`config.mk`:
```
export PLATFORM = sky130hd
export DESIGN_NAME = cbf_queue
export DESIGN_NICKNAME = d
export VERILOG_FILES = /design/src/sv/cbf_pkg.sv /design/src/sv/cbf_queue.sv
export SDC_FILE = /design/constraint.sdc
export NUM_CORES = 1
export LEC_CHECK = 0
export BUFFER_PORTS_ARGS = -buffer_cell sky130_fd_sc_hd__buf_4
export CORE_MARGIN = 2
export CORE_UTILIZATION = 30
export CTS_CLUSTER_DIAMETER = 40
export CTS_CLUSTER_SIZE = 14
export DETAILED_ROUTE_END_ITERATION = 8
export PLACE_DENSITY = 0.62
export RECOVER_POWER = 50
export SKIP_LAST_GASP = 1
export SYNTH_ARGS = -nofsm -noshare
export SYNTH_HDL_FRONTEND = slang
export SYNTH_SLANG_ARGS = --single-unit
```
`constraint.sdc`:
```
create_clock -name clock -period 4.1 [get_ports clock]
set_input_delay 1.23 -clock clock [delete_from_list [all_inputs] [get_ports clock]]
set_output_delay 1.23 -clock clock [all_outputs]
set_load 0.1 [all_outputs]
```
`src/sv/cbf_pkg.sv`:
```
// Shared types, sizes and helpers for the cubic curve flattener.
package cbf_pkg;
   localparam int COORD_BITS = 13;
   localparam int MAX_DEPTH  = 6;
   localparam int COLOR_BITS = 8;
   localparam int LVL_BITS   = $clog2(MAX_DEPTH + 1);
   localparam int STK_IDX    = (MAX_DEPTH > 1) ? $clog2(MAX_DEPTH) : 1;
   localparam int DIFF_BITS  = COORD_BITS + 1;
   localparam int PROD_BITS  = 2 * DIFF_BITS;
   localparam int CROSS_BITS = PROD_BITS + 1;
   localparam int SQ_BITS    = 2 * CROSS_BITS;
   localparam int NEAR_LIMIT = 4;

   typedef logic signed [COORD_BITS-1:0] coord_type;
   typedef coord_type [3:0] quad_type;
   typedef logic [LVL_BITS-1:0] level_type;

   typedef struct packed {
      quad_type                x;
      quad_type                y;
      logic [COLOR_BITS-1:0]   color;
   } curve_type;

   // Midpoint with the halving truncated toward zero.
   function automatic coord_type mid(input coord_type a, input coord_type b);
      logic signed [COORD_BITS:0] s;
      s = {a[COORD_BITS-1], a} + {b[COORD_BITS-1], b};
      s = s + {{COORD_BITS{1'b0}}, s[COORD_BITS]};
      return s[COORD_BITS:1];
   endfunction
endpackage

```
`src/sv/cbf_queue.sv`:
```
// Front end: two-entry curve queue between the request channel and the engine.
module cbf_queue import cbf_pkg::*; (
   input  logic      clock,
   input  logic      reset,
   input  logic      in_valid,
   output logic      in_stall,
   input  curve_type in_curve,
   output logic      q_valid,
   input  logic      q_take,
   output curve_type q_curve
);
   curve_type  entry_ff [2];
   logic       wr_ptr_ff, wr_ptr_in;
   logic       rd_ptr_ff, rd_ptr_in;
   logic [1:0] count_ff, count_in;
   logic       push;
   logic       pop;

   assign in_stall = (count_ff == 2'd2);
   assign q_valid  = (count_ff != 2'd0);
   assign q_curve  = entry_ff[rd_ptr_ff];
   assign push     = in_valid && !in_stall;
   assign pop      = q_take && q_valid;

   always_comb begin
      wr_ptr_in = push ? !wr_ptr_ff : wr_ptr_ff;
      rd_ptr_in = pop ? !rd_ptr_ff : rd_ptr_ff;
      count_in  = count_ff + {1'b0, push} - {1'b0, pop};
   end

   always_ff @(posedge clock) begin
      if (reset) begin
         wr_ptr_ff <= 1'b0;
         rd_ptr_ff <= 1'b0;
         count_ff  <= 2'd0;
      end else begin
         wr_ptr_ff <= wr_ptr_in;
         rd_ptr_ff <= rd_ptr_in;
         count_ff  <= count_in;
      end
   end

   always_ff @(posedge clock) begin
      if (push) begin
         entry_ff[wr_ptr_ff] <= in_curve;
      end
   end
endmodule

```
### Yosys cells after proc, flatten, opt, wreduce, memory -nomap -nowiden

Memories as Yosys holds them, arrays and structs flattened. A register that Yosys moved wholly into a read port is not among the register bits.
Cells that the tools add are included.

| word-level totals | value |
|---|---|
| input bits | 116 |
| memory bits (writable) | 224 |
| memories | 1 |
| output and inout port bits | 114 |
| register bits after elaboration | 4 |

Memories:

| memory | words | width | read ports | clocked after Yosys merged registers in | wr ports | RTL line | RTL |
|---|---|---|---|---|---|---|---|
| entry_ff | 2 | 112 | 1 | 1 | 1 | cbf_queue.sv:12 | `curve_type entry_ff [2];` |

| operators by class | value |
|---|---|
| mux-type cells | 4 |
| reductions and logical operators | 6 |
| equal/unequal tests | 1 |
| add/sub/neg operators | 2 |

Operator list:

| cell | number |
|---|---|
| 2-to-1 mux 1 bit | 4 |
| logical NOT 1 bit | 3 |
| adder 2 x 1 -> 2 bit | 1 |
| == test 2 bit (second input constant) | 1 |
| logical AND 1 bit | 2 |
| nonzero test 2 bit | 1 |
| subtractor 2 x 1 -> 2 bit | 1 |

### Logic depth before layout (Yosys ltp)

Gate-level depths: netlist of the first run.

| logic depth | value |
|---|---|
| depth after elaboration | 5 |
| gate-level depth with buffers | 8 |

### Least setup slack after synthesis of the first run

Ideal clock, no wire load.

| timing | value |
|---|---|
| path kind | input to register |
| start | input in_valid |
| end | memory entry_ff[1][0] in the netlist's numbering (enable) |
| stages on the path | 1 |
| arrival | 3.866 ns |
| library setup time | 0.485 ns |
| buffers on the path | 0 |
| slack | -0.251 ns |
| cell sequence | and3_1 |

| on the way | value |
|---|---|
| longest elaborated chain between the ends | 3 |

RTL lines:

| item | RTL line | RTL |
|---|---|---|
| start, declared | cbf_queue.sv:5 | `input logic in_valid,` |
| logical AND 1 bit | cbf_queue.sv:22 | `assign push = in_valid && !in_stall;` |
| 2-to-1 mux 1 bit | cbf_queue.sv:44 | `if (push) begin` |
| 2-to-1 mux 1 bit (not written as such) | cbf_queue.sv:45 | `entry_ff[wr_ptr_ff] <= in_curve;` |
| end, declared | cbf_queue.sv:12 |  |

Every way passes these cells.

### Worst setup path after layout of the first run

| timing | value |
|---|---|
| start | input in_valid |
| end | memory entry_ff[1][10] in the netlist's numbering (enable) |

The elaborated chain is that of the path after synthesis.

==> results of run 1 <==
-- sequential cells by signal (all words and copies together) (netlist names), named ones only --
signal / count
entry_ff: 224
count_ff: 2
rd_ptr_ff: 1
wr_ptr_ff: 1
-- power by group --
group / switching (mW) / internal, mW / total [mW]
combinational: 3.03 / 0.857 / 3.89
sequential: 0.0876 / 2.91 / 3.00
clock: 0.994 / 1.76 / 2.76
-- cell families after synthesis --
logic type               count (synthesis)
AO/OA/AOI/OAI                            3
XOR/XNOR                                 3
multiplexers                           112
flip-flops                             229
AND/OR/NAND/NOR                          9
adder cells (fa/ha/maj)                  2
buffers and inverters                   16
-- cell usage after synthesis --
master,count
a21oi_1,1
and3_1,1
buf_2,3
buf_4,1
buf_6,8
dfxtp_1,5
edfxtp_1,224
ha_1,2
inv_1,4
mux2_2,112
nand2_1,1
nand2b_2,1
nor2_1,3
nor2b_1,1
o21a_1,1
o21ai_0,1
or2_2,1
or3_1,1
xnor2_1,2
xor2_1,1
-- critical path: stages --
cell and delay [ns]:
clkbuf_1 0.12, and3_1 1.22, clkbuf_4 0.92
-- per-stage QoR --
stage          utilization [%]  cell area [µm²]  setup slack (ns)
5_1_grt                  41.56            11450            0.4229
3_5_place_dp             38.09            10500             1.160
4_1_cts                  42.09            11600            0.7010
3_3_place_gp             38.09            10500             1.208
6_report                 41.56            11450            0.6550
2_1_floorplan                -             8338            0.6373
-- per-layer routing --
layer	vias to the layer above	wire length, µm
met2	153	8676
met3	40	1319
li1	2022	-
met4	0	436
met1	2115	6291
met5	-	0
-- final timing paths --
path	slack (ns)	cells after the start	to
hold reg to reg	0.49	2	wr_ptr_ff
setup / recovery	0.66	3	entry_ff[1][10]
hold / removal	0.49	2	wr_ptr_ff
setup reg to reg	1.01	3	entry_ff[1][10]
-- layout make-up --
cell class	instances	area (µm²)	area share [%]
well taps	378	473.0	4.130
clock buffers	40	894.6	7.812
inverters	4	18.77	0.1639
multi-input cells	129	1379	12.04
flip-flops and latches	229	6830	59.65
clock inverters	20	206.4	1.803
repair buffers	235	1649	14.40
==> flow_summary_export.csv, run 1 <==
group,metric,value,unit
cts,cts_hold_buf,0,
outcome,status,"complete, but fails checks",
logic_synthesis,netlist_top_cells_area,"edfxtp_1 (81%), mux2_2 (15%), dfxtp_1 (1.2%)",
sta,slew_violations,34,
global_route,busiest_layer,"met2",
die,start_util,30.24,%
die,die_height,170.7,µm
worst_setup_path,required,4.20,ns
cts,clk_pin_slew_worst_paths,0.06,ns
logic_synthesis,yosysUniqueCellTypes,20,
die,core_area,27550,µm²
worst_setup_path,r2r-start,"count_ff[0]",
placed_design,port-buffer-count,229,
global_route,grt_max_degree,60,
sta,max_freq,290.3,MHz
sta,rsz0062_at_grt,"false",
global_route,antenna_found_initial,0,
logic_synthesis,synthCells,374,
routing,ant_nets,0,
sta,finalHoldViolCount,0,
sta,whs,0.4923,ns
logic_synthesis,synthAdderAreaFrac,0.3003,%
worst_setup_path,critPathLaunchType,"primary input",
cts,cts_resized,0,
power_and_ir_drop,p_per_area,842.6,nW/µm²
worst_setup_path,cp-end-kind,"flip-flop",
cts,cts-buffers-inserted,34,
die,die_area,29130,µm²
die,die_w,170.7,µm
finish,fin_nets,751,
finish,syn_to_final_growth,37.42,%
min_path,hold_path_class,"flip-flop to flip-flop",
outcome,violations,"capacitance limit, slew limit",
routing,wl_per_cell,16.16,µm
logic_synthesis,synth_compound_area_share,0.2102,%
global_route,grt_overflow,0,
global_route,track_usage,11.03,%
logic_synthesis,synth_top_family_by_area,"multiplexers",
cts,cts_sinks,229,
routing,via_per_inst,4.184,
routing,drt_iter0_markers,269,
flow_run,maxCapViolCount,1,
routing,post-route-drc-count,0,
worst_setup_path,cp_max_fo,53,
worst_setup_path,critPathArrivalTime,3.55,ns
die,rows,61,
logic_synthesis,synthMuxAreaShare,15.14,%
logic_synthesis,yosysWarnings,0,
power_and_ir_drop,cellLeakagePower,4.151,nW
worst_setup_path,critPathKind,"primary input to flip-flop",
routing,drtPass1Iterations,4,
sta,period_needed,3.445,ns
placed_design,gp_congestion,0.6950,
routing,num_vias,4330,
cts,cts-htree-levels,2,
logic_synthesis,ys_ff_latch,229,
die,io_pins,230,
logic_synthesis,yosys.area_share.simple,0.5856,%
global_route,grt_pass1_vias,4636,
finish,finalNonFillerCells,1035,
placed_design,hpwl,11140,µm
power_and_ir_drop,vdd_ir_drop_max,0.0005031,V
global_route,grt_use_met2,19.96,%
logic_synthesis,syn_area,8333,µm²
logic_synthesis,syn_avg_cell_area,22.28,µm²
sta,fin_skew,0.01023,ns
cts,post_cts_buffers,0,
logic_synthesis,synth_top_area_share,80.72,%
logic_synthesis,synth_xor_area_share,0.3153,%
logic_synthesis,yosys.area.top_type,"edfxtp_1",
cts,clk_path_buf_depth,3,
worst_setup_path,startpoint,"in_valid",
cts,ctsRootBufferMaster,"clkbuf_16",
global_route,grt_pass1_wl,24500,µm
sta,setup_viol,0,
sta,worst_pin_slew,1.557,ns
cts,clkLatencyLatePin,0.48,ns
finish,diodes,0,
logic_synthesis,syn_nets,492,
global_route,grt_use_met3,3.724,%
finish,layout_commonest_cell,"edfxtp_1",
min_path,holdCritStartpoint,"wr_ptr_ff",
placed_design,dp_cells,975,
cts,cts_tree,"yes",
sta,fin_setup_tns,0,ns
sta,period_share,84.02,%
routing,drt-total-wl,16720,µm
finish,fill_cells,2488,
finish,drive_above_1_share,56.32,%
logic_synthesis,seq_area_frac_synth,81.92,%
finish,layout_common_cells,"edfxtp_1 (224), buf_4 (119), mux2_2 (112)",
global_route,grt_use_met1,11.96,%
power_and_ir_drop,p_total,9.649,mW
sta,slew_headroom,-3.832,%
Power figures use the tool's default switching activity.
==> inputs of run 2 (changes only) <==
PLACE_DENSITY = 0.6   (was 0.62)
clock period = 3.55 ns   (was 4.1 ns; I/O delays follow)
==> run 2 against run 1 <==
Global-route usage is 0.45 points higher; worst hold slack better by 0.020 ns; the flow now finishes without violations; sequential share of layout area is 0.30 points lower.
==> flow_summary_export.csv, run 2 (synthesized netlist as in run 1, its figures left out) <==
group,metric,value,unit
global_route,antenna_found_initial,1,
routing,drtPass1Iterations,4,
finish,largest_register,"entry_ff",
die,rows,61,
routing,post-route-drc-count,0,
worst_setup_path,r2r-end,"entry_ff[1][80]",
worst_setup_path,r2r-start,"count_ff[0]",
routing,num_vias,4425,
finish,drive_above_1_share,54.30,%
cts,clkLatencyLatePin,0.49,ns
power_and_ir_drop,p_int,6.463,mW
power_and_ir_drop,pwr-share-comb,40.0,%
cts,clk_pin_slew_worst_paths,0.05,ns
placed_design,port-buffer-count,229,
power_and_ir_drop,p_clk_share,29.5,%
sta,fin_skew,0.01030,ns
worst_setup_path,cp_max_fo,27,
cts,cts-buffers-inserted,35,
global_route,grt_overflow,0,
finish,layout_commonest_cell,"edfxtp_1",
finish,layout_common_cells,"edfxtp_1 (224), buf_4 (117), mux2_2 (112)",
worst_setup_path,required,2.48,ns
cts,post_cts_buffers,0,
sta,fin_setup_tns,0,ns
global_route,grt_pass1_vias,4817,
placed_design,hpwl,11500,µm
worst_setup_path,slowest_delay,0.46,ns
worst_setup_path,worstPathCellList,"buf_4 > mux2_2 > buf_4",
global_route,grt_max_degree,52,
finish,syn_to_final_growth,38.12,%
finish,largest_register_ffs,224,
worst_setup_path,critPathKind,"flip-flop to output port",
die,die_w,170.7,µm
worst_setup_path,critPathArrivalTime,1.96,ns
worst_setup_path,crit_slowest_cell,"dfxtp_4",
worst_setup_path,critPathLaunchType,"flip-flop",
cts,cts_sinks,229,
routing,wl_per_cell,16.39,µm
placed_design,gp_congestion,0.7228,
sta,max_freq,330.7,MHz
die,die_height,170.7,µm
flow_run,maxCapViolCount,0,
worst_setup_path,reg2reg_depth,3,
cts,cts_tree,"yes",
global_route,track_usage,11.49,%
cts,clk_path_buf_depth,3,
sta,period_needed,3.024,ns
power_and_ir_drop,p_sw_share,43.03,%
die,io_pins,230,
die,core_area,27550,µm²
sta,slew_headroom,17.39,%
cts,ctsRootBufferMaster,"clkbuf_16",
die,die_area,29130,µm²
sta,period_share,85.19,%
cts,cts_resized,0,
routing,via_per_inst,4.251,
cts,cts-htree-levels,2,
min_path,hold_path_class,"flip-flop to flip-flop",
power_and_ir_drop,vdd_ir_drop_max,0.0007053,V
power_and_ir_drop,p_sw,4.881,mW
worst_setup_path,reg2reg_slack,0.84,ns
die,start_util,30.24,%
finish,top_regs,"entry_ff (224), count_ff (2)",
worst_setup_path,cp-end-kind,"output port",
worst_setup_path,crit_top_cell,"buf_4",
sta,rsz0062_at_grt,"false",
global_route,grt_pass1_wl,25810,µm
sta,whs,0.5121,ns
sta,worst_pin_slew,1.239,ns
cts,cts_hold_buf,0,
power_and_ir_drop,cellLeakagePower,4.153,nW
worst_setup_path,critical_path.endpoint,"q_curve[38]",
sta,finalHoldViolCount,0,
finish,diodes,0,
outcome,status,"finished clean",
routing,drt-total-wl,17070,µm
routing,ant_nets,0,
sta,slew_violations,0,
finish,fin_nets,755,
routing,drt_iter0_markers,231,
sta,setup_viol,0,
power_and_ir_drop,p_per_area,985.6,nW/µm²
power_and_ir_drop,p_seq_share,30.4,%
-- run 2: cell count changes in the layout (fill, tap and decap cells not counted) --
cell / previous run / this run
clkinv_4: 1 / 2
buf_4: 119 / 117
clkbuf_4: 81 / 62
inv_6: 6 / 5
inv_8: 0 / 7
clkinv_2: 5 / 6
clkinvlp_4: 4 / 3
clkbuf_1: 39 / 55
buf_12: 1 / 5
-- run 2: worst min path at each step --
stage,start,endpoint,depth (start not counted)
after global routing,wr_ptr_ff,wr_ptr_ff,2
after global placement,wr_ptr_ff,wr_ptr_ff,2
after floorplan,wr_ptr_ff,wr_ptr_ff,2
after detailed placement,wr_ptr_ff,wr_ptr_ff,2
after CTS,wr_ptr_ff,wr_ptr_ff,2
final,wr_ptr_ff,wr_ptr_ff,2
-- run 2: through the flow --
| stage | setup slack (ns) | instances | power, mW | utilization (%) | area, µm² |
|---|---|---|---|---|---|
| after CTS | 0.4882 | 1041 | 11.53 | 42.57 | 11730 |
| after detailed placement | 0.8035 | 978 | 8.127 | 38.35 | 10570 |
| after global routing | 0.4138 | 1041 | 11.75 | 41.77 | 11510 |
| final | 0.5259 | 1041 | 11.34 | 41.77 | 11510 |
| after global placement | 0.8637 | 978 | 8.081 | 38.35 | 10570 |
| after floorplan | 0.1435 | 374 | 7.188 | - | 8338 |
-- run 2: critical path, delay by kind of cell (launching register included) --
| kind | cells | cell delay, ns |
|---|---|---|
| buffers and inverters | 2 | 0.59 |
| DFF | 1 | 0.46 |
| muxes | 1 | 0.39 |
-- run 2: layer usage --
| layer | part of all wire (%) | track usage (%) | vias up |
|---|---|---|---|
| li1 | - | - | 2029 |
| met2 | 49 | 19.64 | 164 |
| met1 | 40 | 13.14 | 2190 |
| met3 | 8.4 | 4.303 | 40 |
| met4 | 2.6 | 4.199 | 2 |
| met5 | 0.076 | 0 | - |
-- run 2: area by class of cell --
type,count,area (µm²)
Clock inverter,27,282.8
Clock buffer,36,879.6
Tap cell,378,473.0
Fill cell,2478,16040
Inverter,4,18.77
Timing Repair Buffer,238,1647
Sequential cell,229,6830
Multi-Input combinational cell,129,1379
-- run 2: power groups by stage --
| stage | Clock (mW) | Combinational (mW) | Sequential [mW] |
|---|---|---|---|
| floorplan | 0 | 3.71 | 3.48 |
| CTS | 3.45 | 4.63 | 3.45 |
| finish | 3.35 | 4.54 | 3.45 |
| global placement | 0 | 4.59 | 3.49 |
| global route | 3.58 | 4.69 | 3.48 |
| detailed placement | 0 | 4.62 | 3.51 |
